**config.mk**
```make
export PLATFORM = sky130hd
export DESIGN_NAME = telnet_receive_option_parser
export DESIGN_NICKNAME = d
export VERILOG_FILES = /design/src/hw/rtl/tnrop_pkg.sv /design/src/hw/rtl/telnet_receive_option_parser.sv /design/src/hw/rtl/tnrop_parse.sv /design/src/hw/rtl/tnrop_emit.sv
export SDC_FILE = /design/constraint.sdc
export NUM_CORES = 1
export LEC_CHECK = 0
export BUFFER_PORTS_ARGS = -buffer_cell sky130_fd_sc_hd__buf_2
export CORE_MARGIN = 1.5
export CORE_UTILIZATION = 56
export CTS_CLUSTER_DIAMETER = 120
export DETAILED_ROUTE_END_ITERATION = 12
export GPL_TIMING_DRIVEN = 0
export PLACE_DENSITY = 0.85
export SYNTH_ARGS = -nofsm -noshare
export SYNTH_HDL_FRONTEND = slang
export SYNTH_SLANG_ARGS = --single-unit
```
**constraint.sdc**
```tcl
create_clock -name clk -period 7.4 [get_ports clk]
set_clock_uncertainty 0.1 [all_clocks]
set_input_delay 0.37 -clock clk [delete_from_list [all_inputs] [get_ports clk]]
set_output_delay 0.37 -clock clk [all_outputs]
set_load 0.01 [all_outputs]
```
**src/hw/rtl/tnrop_pkg.sv**
```systemverilog
// Shared constants, codes and types for the telnet receive option parser.
package tnrop_pkg;

  localparam logic [7:0] B_IAC  = 8'd255;
  localparam logic [7:0] B_DONT = 8'd254;
  localparam logic [7:0] B_DO   = 8'd253;
  localparam logic [7:0] B_WONT = 8'd252;
  localparam logic [7:0] B_WILL = 8'd251;
  localparam logic [7:0] B_SB   = 8'd250;
  localparam logic [7:0] B_SE   = 8'd240;

  localparam logic [7:0] OPTION_ECHO = 8'd1;
  localparam logic [7:0] OPT_SGA     = 8'd3;
  localparam logic [7:0] OPT_TT      = 8'd24;
  localparam logic [7:0] TT_IS       = 8'd0;
  localparam logic [7:0] TT_SEND     = 8'd1;

  localparam logic [1:0] VERB_WILL = 2'd0;
  localparam logic [1:0] VERB_DO   = 2'd2;

  localparam logic [3:0] UNKNOWN_LEN = 4'd7;

  typedef enum logic [2:0] {
    REG_TERMTYPE_ALLOWED    = 3'd0,
    REG_ECHO_ALLOWED        = 3'd1,
    REG_SUPPRESS_GA_ALLOWED = 3'd2,
    REG_TERM_NAME           = 3'd3,
    REG_TERM_NAME_LENGTH    = 3'd4
  } reg_index_t;

  typedef enum logic [6:0] {
    PH_DATA     = 7'b0000001,
    PH_IAC      = 7'b0000010,
    PH_OPT      = 7'b0000100,
    PH_SB_OPT   = 7'b0001000,
    PH_SB_CMD   = 7'b0010000,
    PH_SKIP     = 7'b0100000,
    PH_SKIP_IAC = 7'b1000000
  } phase_t;

  typedef enum logic [1:0] {
    K_NONE   = 2'd0,
    K_DATA   = 2'd1,
    K_REPLY3 = 2'd2,
    K_TTSEND = 2'd3
  } kind_t;

  typedef struct packed {
    kind_t      kind;
    logic [7:0] b0;
    logic [7:0] b1;
    logic       echo;
  } desc_t;

  function automatic logic [7:0] unknown_char(input logic [2:0] i);
    logic [7:0] c;
    unique case (i)
      3'd0: c = 8'h75;
      3'd1: c = 8'h6e;
      3'd2: c = 8'h6b;
      3'd3: c = 8'h6e;
      3'd4: c = 8'h6f;
      3'd5: c = 8'h77;
      3'd6: c = 8'h6e;
      default: c = 8'h00;
    endcase
    return c;
  endfunction

endpackage

```
**src/hw/rtl/telnet_receive_option_parser.sv**
```systemverilog
// Top level of the telnet receive option parser: configuration registers, parser and result stage.
// The first result of an accepted byte is registered and shows in the cycle after the byte is accepted.
// Throughput: one byte per cycle while each byte causes at most one result and out_tready is high.
// An option reply takes three beats and a terminal-type reply 7 to 14; input waits for the last.
// Reset (synchronous, rst_n low) returns to the plain data phase with all options off,
// the allowed flags set, the terminal name cleared and no result pending.
module telnet_receive_option_parser #(
  parameter int NAME_BYTES = 8
) (
  input  logic        clk,
  input  logic        rst_n,
  input  logic        in_tvalid,
  output logic        in_tready,
  input  logic [7:0]  in_tdata,   // [7:0] rx_byte
  output logic        out_tvalid,
  input  logic        out_tready,
  output logic [15:0] out_tdata,  // [7:0] out_byte, [8] remote_echo, [15:9] zero
  output logic        out_tuser,  // [0] dest
  output logic        out_tlast,
  input  logic        cfg_valid,
  output logic        cfg_ready,
  input  logic [2:0]  cfg_index,
  input  logic [63:0] cfg_data
);

  logic                    termtype_allowed_r;
  logic                    echo_allowed_r;
  logic                    sga_allowed_r;
  logic [NAME_BYTES*8-1:0] term_name_r;
  logic [3:0]              term_name_length_r;
  logic                    can_load;
  logic                    in_accept;
  tnrop_pkg::desc_t        desc;

  assign cfg_ready = 1'b1;
  assign in_tready = can_load;
  assign in_accept = in_tvalid && can_load;

  always_ff @(posedge clk) begin
    if (!rst_n) begin
      termtype_allowed_r <= 1'b1;
      echo_allowed_r     <= 1'b1;
      sga_allowed_r      <= 1'b1;
      term_name_r        <= '0;
      term_name_length_r <= 4'd0;
    end else if (cfg_valid) begin
      unique case (cfg_index)
        tnrop_pkg::REG_TERMTYPE_ALLOWED:    termtype_allowed_r <= cfg_data[0];
        tnrop_pkg::REG_ECHO_ALLOWED:        echo_allowed_r     <= cfg_data[0];
        tnrop_pkg::REG_SUPPRESS_GA_ALLOWED: sga_allowed_r      <= cfg_data[0];
        tnrop_pkg::REG_TERM_NAME:           term_name_r        <= cfg_data[NAME_BYTES*8-1:0];
        tnrop_pkg::REG_TERM_NAME_LENGTH:    term_name_length_r <= cfg_data[3:0];
        default: begin
        end
      endcase
    end
  end

  tnrop_parse u_parse (
    .clk                 (clk),
    .rst_n               (rst_n),
    .accept              (in_accept),
    .rx_byte             (in_tdata),
    .termtype_allowed    (termtype_allowed_r),
    .echo_allowed        (echo_allowed_r),
    .suppress_ga_allowed (sga_allowed_r),
    .desc                (desc)
  );

  tnrop_emit #(
    .NAME_BYTES (NAME_BYTES)
  ) u_emit (
    .clk              (clk),
    .rst_n            (rst_n),
    .load             (in_accept),
    .desc             (desc),
    .term_name        (term_name_r),
    .term_name_length (term_name_length_r),
    .can_load         (can_load),
    .out_tvalid       (out_tvalid),
    .out_tready       (out_tready),
    .out_tdata        (out_tdata),
    .out_tuser        (out_tuser),
    .out_tlast        (out_tlast)
  );

  // Bytes for the display always come one result per received byte.
  a_display_single : assert property (@(posedge clk) disable iff (!rst_n)
    out_tvalid && !out_tuser |-> out_tlast)
    else $error("display byte not marked last");

  // Once echo is on it stays on between consecutive results.
  a_echo_sticky : assert property (@(posedge clk) disable iff (!rst_n)
    out_tvalid && $past(out_tvalid) && $past(out_tdata[8]) |-> out_tdata[8])
    else $error("remote echo dropped");

  // A reply that starts right after a finished request opens with IAC.
  a_reply_starts_iac : assert property (@(posedge clk) disable iff (!rst_n)
    $past(out_tvalid && out_tready && out_tlast) && out_tvalid && out_tuser
    |-> out_tdata[7:0] == tnrop_pkg::B_IAC)
    else $error("reply does not start with IAC");

  // No byte is taken while a multi-beat reply is still being sent.
  a_hold_input : assert property (@(posedge clk) disable iff (!rst_n)
    out_tvalid && !out_tlast |-> !in_tready)
    else $error("input taken during reply");

endmodule

```
**src/hw/rtl/tnrop_parse.sv**
```systemverilog
// Byte parser: tracks the command phase and option states and describes the results of each byte.
module tnrop_parse (
  input  logic                clk,
  input  logic                rst_n,
  input  logic                accept,
  input  logic [7:0]          rx_byte,
  input  logic                termtype_allowed,
  input  logic                echo_allowed,
  input  logic                suppress_ga_allowed,
  output tnrop_pkg::desc_t    desc
);

  tnrop_pkg::phase_t phase_r, phase_nxt;
  logic [1:0]        verb_r, verb_nxt;
  logic              termtype_on_r, termtype_on_nxt;
  logic              echo_on_r, echo_on_nxt;
  logic              sga_on_r, sga_on_nxt;

  always_comb begin
    phase_nxt       = phase_r;
    verb_nxt        = verb_r;
    termtype_on_nxt = termtype_on_r;
    echo_on_nxt     = echo_on_r;
    sga_on_nxt      = sga_on_r;
    desc.kind       = tnrop_pkg::K_NONE;
    desc.b0         = rx_byte;
    desc.b1         = rx_byte;
    unique case (phase_r)
      tnrop_pkg::PH_DATA: begin
        if (rx_byte == tnrop_pkg::B_IAC) begin
          phase_nxt = tnrop_pkg::PH_IAC;
        end else begin
          desc.kind = tnrop_pkg::K_DATA;
        end
      end
      tnrop_pkg::PH_IAC: begin
        phase_nxt = tnrop_pkg::PH_DATA;
        if (rx_byte == tnrop_pkg::B_IAC) begin
          desc.kind = tnrop_pkg::K_DATA;
        end else if (rx_byte == tnrop_pkg::B_SB) begin
          phase_nxt = tnrop_pkg::PH_SB_OPT;
        end else if (rx_byte >= tnrop_pkg::B_WILL && rx_byte <= tnrop_pkg::B_DONT) begin
          verb_nxt  = 2'(rx_byte - tnrop_pkg::B_WILL);
          phase_nxt = tnrop_pkg::PH_OPT;
        end
      end
      tnrop_pkg::PH_OPT: begin
        phase_nxt = tnrop_pkg::PH_DATA;
        if (verb_r == tnrop_pkg::VERB_DO) begin
          if (rx_byte == tnrop_pkg::OPT_TT) begin
            if (!termtype_on_r) begin
              desc.kind = tnrop_pkg::K_REPLY3;
              if (termtype_allowed) begin
                termtype_on_nxt = 1'b1;
                desc.b0         = tnrop_pkg::B_WILL;
              end else begin
                desc.b0 = tnrop_pkg::B_WONT;
              end
            end
          end else begin
            desc.kind = tnrop_pkg::K_REPLY3;
            desc.b0   = tnrop_pkg::B_WONT;
          end
        end else if (verb_r == tnrop_pkg::VERB_WILL) begin
          if (rx_byte == tnrop_pkg::OPTION_ECHO) begin
            if (!echo_on_r) begin
              desc.kind = tnrop_pkg::K_REPLY3;
              if (echo_allowed) begin
                echo_on_nxt = 1'b1;
                desc.b0     = tnrop_pkg::B_DO;
              end else begin
                desc.b0 = tnrop_pkg::B_DONT;
              end
            end
          end else if (rx_byte == tnrop_pkg::OPT_SGA) begin
            if (!sga_on_r) begin
              desc.kind = tnrop_pkg::K_REPLY3;
              if (suppress_ga_allowed) begin
                sga_on_nxt = 1'b1;
                desc.b0    = tnrop_pkg::B_DO;
              end else begin
                desc.b0 = tnrop_pkg::B_DONT;
              end
            end
          end else begin
            desc.kind = tnrop_pkg::K_REPLY3;
            desc.b0   = tnrop_pkg::B_DONT;
          end
        end
      end
      tnrop_pkg::PH_SB_OPT: begin
        phase_nxt = (rx_byte == tnrop_pkg::OPT_TT) ? tnrop_pkg::PH_SB_CMD : tnrop_pkg::PH_SKIP;
      end
      tnrop_pkg::PH_SB_CMD: begin
        phase_nxt = tnrop_pkg::PH_SKIP;
        if (rx_byte == tnrop_pkg::TT_SEND) begin
          desc.kind = tnrop_pkg::K_TTSEND;
        end
      end
      tnrop_pkg::PH_SKIP: begin
        if (rx_byte == tnrop_pkg::B_IAC) begin
          phase_nxt = tnrop_pkg::PH_SKIP_IAC;
        end
      end
      tnrop_pkg::PH_SKIP_IAC: begin
        phase_nxt = (rx_byte == tnrop_pkg::B_IAC) ? tnrop_pkg::PH_SKIP : tnrop_pkg::PH_DATA;
      end
      default: begin
        phase_nxt = tnrop_pkg::PH_DATA;
      end
    endcase
    desc.echo = echo_on_nxt;
  end

  always_ff @(posedge clk) begin
    if (!rst_n) begin
      phase_r       <= tnrop_pkg::PH_DATA;
      verb_r        <= 2'd0;
      termtype_on_r <= 1'b0;
      echo_on_r     <= 1'b0;
      sga_on_r      <= 1'b0;
    end else if (accept) begin
      phase_r       <= phase_nxt;
      verb_r        <= verb_nxt;
      termtype_on_r <= termtype_on_nxt;
      echo_on_r     <= echo_on_nxt;
      sga_on_r      <= sga_on_nxt;
    end
  end

endmodule

```
**src/hw/rtl/tnrop_emit.sv**
```systemverilog
// Result register and beat sequencer that sends out the bytes of one described request.
module tnrop_emit #(
  parameter int NAME_BYTES = 8
) (
  input  logic                    clk,
  input  logic                    rst_n,
  input  logic                    load,
  input  tnrop_pkg::desc_t        desc,
  input  logic [NAME_BYTES*8-1:0] term_name,
  input  logic [3:0]              term_name_length,
  output logic                    can_load,
  output logic                    out_tvalid,
  input  logic                    out_tready,
  output logic [15:0]             out_tdata,
  output logic                    out_tuser,
  output logic                    out_tlast
);

  localparam logic [3:0] NB = 4'(NAME_BYTES);

  tnrop_pkg::desc_t desc_r;
  logic             valid_r;
  logic [3:0]       idx_r;
  logic [3:0]       len_eff;
  logic [3:0]       name_cnt;
  logic [2:0]       ni;
  logic [63:0]      name_ext;
  logic [7:0]       name_byte;
  logic [7:0]       byte_o;
  logic             last_o;

  always_comb begin
    len_eff   = (term_name_length > NB) ? NB : term_name_length;
    name_cnt  = (len_eff == 4'd0) ? tnrop_pkg::UNKNOWN_LEN : len_eff;
    ni        = idx_r[2:0] - 3'd4;
    name_ext  = 64'(term_name);
    name_byte = (len_eff == 4'd0) ? tnrop_pkg::unknown_char(ni)
                                  : name_ext[{ni, 3'b000} +: 8];
    byte_o    = desc_r.b0;
    last_o    = 1'b1;
    unique case (desc_r.kind)
      tnrop_pkg::K_REPLY3: begin
        last_o = (idx_r == 4'd2);
        priority if (idx_r == 4'd0) begin
          byte_o = tnrop_pkg::B_IAC;
        end else if (idx_r == 4'd1) begin
          byte_o = desc_r.b0;
        end else begin
          byte_o = desc_r.b1;
        end
      end
      tnrop_pkg::K_TTSEND: begin
        last_o = (idx_r == name_cnt + 4'd5);
        priority if (idx_r == 4'd0) begin
          byte_o = tnrop_pkg::B_IAC;
        end else if (idx_r == 4'd1) begin
          byte_o = tnrop_pkg::B_SB;
        end else if (idx_r == 4'd2) begin
          byte_o = tnrop_pkg::OPT_TT;
        end else if (idx_r == 4'd3) begin
          byte_o = tnrop_pkg::TT_IS;
        end else if (idx_r < name_cnt + 4'd4) begin
          byte_o = name_byte;
        end else if (idx_r == name_cnt + 4'd4) begin
          byte_o = tnrop_pkg::B_IAC;
        end else begin
          byte_o = tnrop_pkg::B_SE;
        end
      end
      default: begin
        byte_o = desc_r.b0;
        last_o = 1'b1;
      end
    endcase
  end

  assign out_tvalid = valid_r;
  assign out_tdata  = {7'd0, desc_r.echo, byte_o};
  assign out_tuser  = (desc_r.kind != tnrop_pkg::K_DATA);
  assign out_tlast  = last_o;
  assign can_load   = !valid_r || (out_tready && last_o);

  always_ff @(posedge clk) begin
    if (!rst_n) begin
      valid_r <= 1'b0;
      idx_r   <= 4'd0;
    end else if (load && desc.kind != tnrop_pkg::K_NONE) begin
      valid_r <= 1'b1;
      idx_r   <= 4'd0;
    end else if (valid_r && out_tready) begin
      if (last_o) begin
        valid_r <= 1'b0;
      end else begin
        idx_r <= idx_r + 4'd1;
      end
    end
  end

  always_ff @(posedge clk) begin
    if (load && desc.kind != tnrop_pkg::K_NONE) begin
      desc_r <= desc;
    end
  end

endmodule
```
# Word-level counts from Yosys, hierarchy flattened
# Cells that the tools add are included.
dict set report word_totals {
  reg_bits 107
  latch_bits 0
  ram_bits 0
  mem_bits_ro 0
  wordCells 144
  memories 0
}
dict set report classes {
  add_sub_neg 5
  n_mul 0
  n_div 0
  n_lt_le_gt_ge 4
  n_eq_ne 33
  n_shift 1
  n_mux 51
  bitwise_logic 6
  n_reduce_logical 28
}
# operator n
set ops {}
lappend ops {{2-to-1 mux 10 bit} 8}
lappend ops {{2-to-1 mux 8 bit} 9}
lappend ops {{indexed part select 64 x 7 -> 8 bit} 1}
lappend ops {{case mux 7 bit (6 select lines)} 1}
lappend ops {{case mux 7 bit (5 select lines)} 1}
lappend ops {{2-to-1 mux 7 bit} 4}
lappend ops {{equality test 8 bit, second input constant} 2}
lappend ops {{case mux 8 bit (2 select lines)} 1}
lappend ops {{2-to-1 mux 1 bit} 15}
lappend ops {{AND reduction 2 bit} 7}
lappend ops {{equality test 3 x 2 -> 1 bit, second input constant} 4}
lappend ops {{equality test 3 bit, second input constant} 4}
lappend ops {{2-to-1 mux 4 bit} 3}
lappend ops {{2-to-1 mux 6 bit} 2}
lappend ops {{adder 4 x 3 -> 4 bit, second input constant} 2}
lappend ops {{equality test 4 x 2 -> 1 bit, second input constant} 2}
lappend ops {{equality test 4 bit} 2}
lappend ops {{equality test 8 x 1 -> 1 bit, second input constant} 1}
lappend ops {{equality test 8 x 2 -> 1 bit, second input constant} 1}
lappend ops {{equality test 8 x 5 -> 1 bit, second input constant} 1}
lappend ops {{>= comparator 8 bit, second input constant} 1}
lappend ops {{less-or-equal comparator 8 bit, second input constant} 1}
lappend ops {{zero test 4 bit} 2}
lappend ops {{case mux 2 bit (4 select lines)} 1}
lappend ops {{other kinds (32)} 52}

# Logic depth before layout (Yosys ltp)
# Gate-level depths: netlist of the first run.
dict set report depth {
  ltp_word 13
  mapped_depth 12
}

# Cells and area by module
# A second synthesis of the first run with hierarchy kept.
dict set report hier_totals {
  cells_unflattened 679
  hier_area_um2 6261.0
}
# module n_inst cells_per_inst area_each_um2
set by_module_without_submodules {}
lappend by_module_without_submodules {telnet_receive_option_parser 1 309 2926.6}
lappend by_module_without_submodules {tnrop_emit 1 210 2103.3}
lappend by_module_without_submodules {tnrop_parse 1 160 1231.2}

# Worst setup path after synthesis of the first run
# Ideal clock, no wire load.
dict set report synth_path {
  kind {reg2reg}
  from {register term_name_length_r[3]}
  to {register u_emit.desc_r[10] (netlist bit) (enable)}
  setup_time_ps 419
  t_arrival_ps 3502
  slack_ps 3379
  path_stages_with_launch 10
  n_path_buf 2
  period_less_slack_ps 4021
  cell_sequence {dfxtp_1 clkbuf_1 or4_1 clkbuf_1 o21ai_0 ha_1 xnor2_1 and3_1 a21oi_2 nor3_1}
}
dict set report synth_between {
  elab_chain_cells 11
}
# element line
set synth_rtl {}
lappend synth_rtl {{start: declaration} telnet_receive_option_parser.sv:30} ;# logic [3:0] term_name_length_r;
lappend synth_rtl {{start signal: assignment} telnet_receive_option_parser.sv:52} ;# tnrop_pkg::REG_TERM_NAME_LENGTH: term_name_length_r <= cfg_data[3:0];
lappend synth_rtl {{greater-than comparator 4 bit} tnrop_emit.sv:33} ;# len_eff = (term_name_length > NB) ? NB : term_name_length;
lappend synth_rtl {{2-to-1 mux 4 bit (*)} tnrop_emit.sv:33}
lappend synth_rtl {{zero test 4 bit} tnrop_emit.sv:34} ;# name_cnt = (len_eff == 4'd0) ? tnrop_pkg::UNKNOWN_LEN : len_eff;
lappend synth_rtl {{2-to-1 mux 4 bit (*)} tnrop_emit.sv:34}
lappend synth_rtl {{adder 4 x 3 -> 4 bit (*)} tnrop_emit.sv:53} ;# last_o = (idx_r == name_cnt + 4'd5);
lappend synth_rtl {{equality test 4 bit (*)} tnrop_emit.sv:53}
lappend synth_rtl {{case mux 1 bit (2 select lines) (*)} tnrop_emit.sv:41} ;# unique case (desc_r.kind)
lappend synth_rtl {{logical AND 1 bit (*)} tnrop_emit.sv:81} ;# assign can_load = !valid_r || (out_tready && last_o);
lappend synth_rtl {{logical OR 1 bit (*)} tnrop_emit.sv:81}
lappend synth_rtl {{logical AND 1 bit (*)} telnet_receive_option_parser.sv:37} ;# assign in_accept = in_tvalid && can_load;
lappend synth_rtl {{logical AND 1 bit (*)} tnrop_emit.sv:100} ;# if (load && desc.kind != tnrop_pkg::K_NONE) begin
lappend synth_rtl {{end signal: assignment} tnrop_emit.sv:101} ;# desc_r <= desc;
lappend synth_rtl {{end: declaration} tnrop_emit.sv:21} ;# tnrop_pkg::desc_t desc_r;
# Mark *: on every way between the ends. The rest lies on a longest branch, timed or not.
# A chain may end at the register's enable or synchronous reset.

# Worst setup path after layout of the first run
dict set report layout_path {
  from {register u_emit.idx_r[1]}
  to {output port out_tdata[3]}
}
dict set report layout_between {
  elab_chain_cells 11
  elab_cells_between_ends 27
  classes_between {1 x add/sub; 1 x order compare; 10 x eq/ne; 1 x shift; 11 x mux; 3 x reduce/logical}
}
# element line
set layout_rtl {}
lappend layout_rtl {{start: declaration} tnrop_emit.sv:23} ;# logic [3:0] idx_r;
lappend layout_rtl {{start signal: assignment} tnrop_emit.sv:94} ;# idx_r <= idx_r + 4'd1;
lappend layout_rtl {{parallel branches: the longest is 10 deep, another holds subtractor 3 bit} --}
lappend layout_rtl {{case mux 8 bit (2 select lines) (*)} tnrop_emit.sv:41}
lappend layout_rtl {{end: declaration} telnet_receive_option_parser.sv:17} ;# output logic [15:0] out_tdata,
# Mark *: on every way between the ends.

==> reports/metrics.yaml, run 1 <==
layout:
  nets: 882
  multi_input_area_um2: 3100
  area_growth_syn_to_layout_pct: 15.0
  drive_gt1_share_pct: 19.6
  num-fill-cells: 852
  antennaDiodeCount: 0
  seq_area_um2: 2330
global_routing:
  grt_max_degree: 18
  grt_pass1_wl_um: 25000
  grt_overflow_total: 0
  grt.total_usage_pct: 28.8
  grt_pass1_vias: 5390
  antenna_found_initial: 0
worst_setup_path:
  slowest_stage: "dfxtp_1"
  critical_path_class: "reg2out"
  path_cells: "clkbuf_1 > buf_1 > inv_1 > ha_1 > clkbuf_1 > nor2_1 > a21oi_1 > o21ai_0 > o21ai_0 > a21oi_1 > o22ai_1 > buf_2"
  critPathCaptureType: "output port"
  start_kind: "flip-flop"
  crit_fanout: 10
  worstPathRequired_ns: 6.93
  critical_path_arrival_ns: 3.84
  max_stage_delay_ns: 0.61
logic_synthesis:
  synth_cells: 679
  synth-seq-cells: 107
  synth.distinct_cells: 65
  yosys_warnings: 0
  synth_commonest_cells: "nand2_1 (159), dfxtp_1 (88), a21oi_1 (86)"
  synth_area_um2: 5700
  avgSynthCellArea_um2: 8.39
  synth_top_area_cell: "dfxtp_1"
  ys_seq_area_share_pct: 40.9
  synth_edf_count: 19
  synth_top_cell_area_share_pct: 30.9
  yosys.cell_count.top_type: "nand2_1"
  synth_area_leaders: "dfxtp_1 (31%), nand2_1 (10%), edfxtp_1 (10%)"
  synthFlopType: "dfxtp_1"
  async_flop_share_pct: 0
sta:
  min_period_ns: 4.31
  slew_headroom_pct: 44.6
  tns_ns: 0
  setup_viol: 0
  max_slew.worst_pin.slew_ns: 0.831
  max_freq_ghz: 0.232
  finalHoldViolations: 0
  rsz0062_at_grt: "false"
  drv_slew: 0
  hold_ws_ns: 0.110
  finalCritPeriodShare_pct: 58.3
power:
  power.static_leakage_nw: 2.46
  power.total_mw: 1.10
  power_frac_comb_pct: 12.4
  vdd_drop_max_mv: 0.0818
  internal-power_mw: 0.812
  sw_frac_of_total_pct: 26.3
  p_sw_mw: 0.289
  p_per_area_nw_per_um2: 168
  sequentialPowerShare_pct: 56.2
  clkPwrFrac_pct: 31.4
drt:
  drt_iter0_drc: 371
  wirelength_um: 15400
  post_drt_wl_per_cell_um: 16.6
  drc: 0
  viasPerCell: 5.82
  drt_first_pass_iters: 5
  final_antenna_net_count: 0
  vias: 5399
worst_hold_path:
  hp-class: "in2reg"
clock_network:
  cts_resized: 0
  insertion_delay_ns: 0.37
  h-tree-depth: 3
  postCtsSetupBuffers: 0
  clk_path_buf_depth: 2
  clk_pin_slew_ns: 0.10
  cts_made_buffers: 9
  cts_tree: "done"
  clockRootBuffer: "clkbuf_8"
  cts_sinks: 107
  ctsHoldBuffers: 0
place:
  dpl.hpwl_um: 11700
  port_buffers: 92
  finalWeightedCongestion: 0.947
floorplan:
  dieArea_um2: 10800
  coreArea_um2: 9820
  start_util_pct: 58.0
  pin_count: 101
  fp.dieW_um: 104
  fp-row-count: 36
  die_height_um: 104
flow_run:
  max_cap_viol_count: 0
run_status:
  status: "completed"
[worst max-delay path, delay by kind of cell, from the launching register on]
kind	cells	cell delay [ns]
buffers and inverters	5	1.57
AOI/OAI and AO/OA	5	0.91
DFF	1	0.61
adders and majority gates	1	0.22
and+or+nand+nor	1	0.14
[per-stage QoR]
step / worst slack (ns) / cells / util [%] / area (um2)
detailed placement: 3.48 / 911 / 64.8 / 6360
global placement: 2.68 / 910 / 64.6 / 6340
floorplan: 3.38 / 685 / - / 5720
CTS: 3.19 / 927 / 66.7 / 6550
global route: 2.98 / 927 / 66.7 / 6550
finish: 3.09 / 927 / 66.7 / 6550
[registers in the layout (all words and copies together) (netlist names), 2 cells and up]
register	count
term_name_r	64
u_emit.desc_r	18
u_parse.phase_r	7
term_name_length_r	4
u_emit.idx_r	4
u_parse.verb_r	2
[placed cells by master, fill, tap and decap left out, types with 5 or more instances in the layout]
cell type | Yosys | final
nand2_1 | 159 | 159
buf_2 | 1 | 93
dfxtp_1 | 88 | 88
a21oi_1 | 86 | 86
nor2_1 | 40 | 40
clkbuf_1 | 29 | 31
o21ai_0 | 30 | 30
mux2i_1 | 19 | 19
edfxtp_1 | 19 | 19
inv_1 | 18 | 18
nand3_1 | 17 | 17
mux4_2 | 16 | 16
ha_1 | 13 | 13
clkbuf_8 | 0 | 11
nor3_1 | 11 | 10
buf_4 | 10 | 10
nand2b_1 | 9 | 9
conb_1 | 2 | 8
buf_1 | 7 | 7
nor2b_1 | 7 | 7
nor4_1 | 7 | 7
mux2_2 | 6 | 6
and3_1 | 5 | 5
a31oi_1 | 5 | 5
[final cells by class]
type / count / area share (%)
multi-input combinational: 512 / 47.4
timing repair buffer: 93 / 7.20
sequential: 107 / 35.6
buffer: 47 / 3.29
clock buffer: 13 / 2.43
clock inverter: 3 / 0.439
inverter: 19 / 1.09
tap: 133 / 2.54
[power by group through the flow]
stage / logic, mW / clock network, mW / registers [mW]
2_1_floorplan: 0.0789 / 0 / 0.629
3_3_place_gp: 0.128 / 0 / 0.631
3_5_place_dp: 0.134 / 0 / 0.632
4_1_cts: 0.135 / 0.352 / 0.618
5_1_grt: 0.150 / 0.372 / 0.620
6_report: 0.137 / 0.346 / 0.619
[cell families after synthesis]
group	synth area share, %
AND/OR/NAND/NOR	22.4
AO/OA/AOI/OAI	16.7
flip-flops	40.9
buffers and inverters	5.03
multiplexers	10.9
adder cells (fa/ha/maj)	2.86
XOR/XNOR	1.08
other	0.132
[path summary, 6_finish.rpt]
kind                                      start                 end  slack [ns]  cells past startpoint
worst min register to register  term_name_r[48]     term_name_r[48]        0.36                      2
worst max register to register  u_emit.idx_r[0]  u_parse.phase_r[0]        3.46                     11
worst max-delay path            u_emit.idx_r[1]        out_tdata[3]        3.09                     12
worst min-delay path                in_tdata[5]    u_emit.desc_r[6]        0.11                      1
[layer usage]
layer	global-route usage, %	share of wire (%)	vias up
li1	-	-	2593
met1	35.7	42	2519
met2	47.6	48	243
met3	7.33	7.9	44
met4	12.1	3.0	0
met5	0	0	-
Power figures use the tool's default switching activity.
==> run 2, diff against run 1 <==
- CORE_UTILIZATION: 56 -> 51
- PLACE_DENSITY: 0.85 -> 0.82
- clock period: 7.4 -> 3.85 ns (I/O delays scaled with it)
==> run 2 against run 1 <==
Critical path depth decreased by 1. Global-route usage increased by 1.9 points. Register-to-register slack got worse by 3.3 ns. Die area up 9.5%. Critical endpoint is now u_parse.phase_r[0].
==> reports/metrics.yaml, run 2 (synthesized netlist as in run 1, its figures left out) <==
power:
  power_frac_comb_pct: 15.2
  clkPwrFrac_pct: 30.3
  p_per_area_nw_per_um2: 301
  p_sw_mw: 0.600
  sequentialPowerShare_pct: 54.5
  internal-power_mw: 1.59
  vdd_drop_max_mv: 0.194
  power.static_leakage_nw: 2.77
  sw_frac_of_total_pct: 27.5
global_routing:
  grt_pass1_vias: 5772
  grt_max_degree: 20
  grt.total_usage_pct: 30.6
  grt_pass1_wl_um: 27600
  antenna_found_initial: 0
  grt_overflow_total: 0
sta:
  drv_slew: 0
  max_slew.worst_pin.slew_ns: 0.849
  max_freq_ghz: 0.268
  min_period_ns: 3.73
  setup_viol: 0
  slew_headroom_pct: 43.0
  finalHoldViolations: 0
  finalCritPeriodShare_pct: 96.9
worst_hold_path:
  worstHoldPathCells: 2
  hp-class: "in2reg"
drt:
  final_antenna_net_count: 0
  drc: 0
  post_drt_wl_per_cell_um: 18.3
  drt_iter0_drc: 786
  drt_first_pass_iters: 6
  viasPerCell: 6.05
  wirelength_um: 18400
  vias: 6067
clock_network:
  clk_pin_slew_ns: 0.10
  clockRootBuffer: "clkbuf_8"
  clk_path_buf_depth: 2
  cts_tree: "done"
  insertion_delay_ns: 0.38
  cts_made_buffers: 9
  cts_sinks: 107
  h-tree-depth: 3
worst_setup_path:
  worstPathRequired_ns: 4.02
  critPathCaptureType: "flip-flop"
  critical_path_class: "reg2reg"
  critical_path_arrival_ns: 3.91
  slowest_stage: "o21ai_1"
  critical_path.top_delay_family: "buffers and inverters"
  crit_fanout: 10
  max_stage_delay_ns: 0.66
  cpMostUsedCell: "inv_1"
  path_cells: "clkbuf_2 > buf_2 > inv_1 > ha_1 > inv_1 > nor3_1 > o31a_1 > o21ai_1 > or3_1 > buf_4 > mux2_2"
  path_depth: 11
  start_kind: "flip-flop"
  r2r_cells: 11
  cp_num_buf_inv: 5
floorplan:
  die_height_um: 109
  fp-row-count: 38
  pin_count: 101
  start_util_pct: 52.5
  dieArea_um2: 11800
  coreArea_um2: 10800
  fp.dieW_um: 109
layout:
  nets: 952
  top_register: "term_name_r"
  final_common_cell: "nand2_1"
  postLayoutCellArea_um2: 7270
  fin_util_pct: 67.1
  drive_gt1_share_pct: 18.7
  area_growth_syn_to_layout_pct: 27.7
  largest_register_ffs: 64
  antennaDiodeCount: 0
  reg_top3: "term_name_r x64, u_emit.desc_r x18, u_parse.phase_r x7"
  final_cell_mix: "nand2_1 (159), buf_2 (94), dfxtp_1 (88)"
  num-fill-cells: 823
place:
  place_area_um2: 6360
  dpl.hpwl_um: 11700
  port_buffers: 92
  finalWeightedCongestion: 1.01
flow_run:
  max_cap_viol_count: 0
run_status:
  status: "completed"
==> run 2: worst paths after layout <==
check	from	endpoint	slack, ns
setup / recovery	u_emit.idx_r[0]	u_parse.phase_r[0]	0.12
hold / removal	cfg_index[1]	echo_allowed_r	0.02
setup reg to reg	u_emit.idx_r[0]	u_parse.phase_r[0]	0.12
hold reg to reg	term_name_r[43]	term_name_r[43]	0.37
==> run 2: metrics by stage <==
step / setup slack [ns] / hold slack (ns) / total power, mW / TNS [ns] / cells
floorplan: 0.419 / 0.191 / 1.36 / 0 / 685
global placement: -0.0930 / 0.312 / 1.46 / -1.75 / 917
detailed placement: -0.318 / 0.317 / 1.47 / -6.07 / 917
CTS: 0.0302 / 0.00137 / 2.15 / 0 / 1002
global route: -0.0240 / 0.0305 / 2.25 / -0.0240 / 1003
finish: 0.117 / 0.0218 / 2.19 / 0 / 1003
==> run 2: final cells by class <==
class / instances / area, um2 / area share [%]
Inverter: 19 / 71.3 / 0.981
Clock inverter: 5 / 36.3 / 0.499
Sequential cell: 107 / 2330 / 32.1
Tap cell: 140 / 175 / 2.41
Buffer: 46 / 215 / 2.96
Multi-Input combinational cell: 512 / 3110 / 42.8
Clock buffer: 10 / 138 / 1.89
Timing Repair Buffer: 164 / 1190 / 16.4
==> run 2: power by group through the flow <==
| stage | combinational (mW) | clock (mW) | sequential [mW] |
|---|---|---|---|
| finish | 0.333 | 0.661 | 1.19 |
| CTS | 0.311 | 0.652 | 1.19 |
| global placement | 0.246 | 0 | 1.21 |
| global route | 0.358 | 0.698 | 1.19 |
| floorplan | 0.152 | 0 | 1.21 |
| detailed placement | 0.254 | 0 | 1.21 |
==> run 2: per-layer routing <==
metal / vias to the layer above / routed length, um / track usage [%]
li1: 2735 / - / -
met1: 2798 / 6840 / 36.5
met2: 435 / 8870 / 52.7
met3: 99 / 1690 / 5.68
met4: 0 / 960 / 15.8
met5: - / 0 / 0
==> run 2: what timing repair did <==
item                                    4_1_cts  5_1_grt
resized for setup                             3        3
endpoints found under the setup margin       23       27
hold endpoints to repair                     73        1
setup buffers                                 0        1
pin swaps                                     0        1
hold buffers                                 70        1
==> run 2: worst register-to-register path, cell delays in order (launching register included) <==
cell and delay [ns]:
dfxtp_1 0.38, clkbuf_2 0.37, buf_2 0.41, inv_1 0.21, ha_1 0.32, inv_1 0.10
nor3_1 0.08, o31a_1 0.27, o21ai_1 0.66, or3_1 0.22, buf_4 0.17, mux2_2 0.34
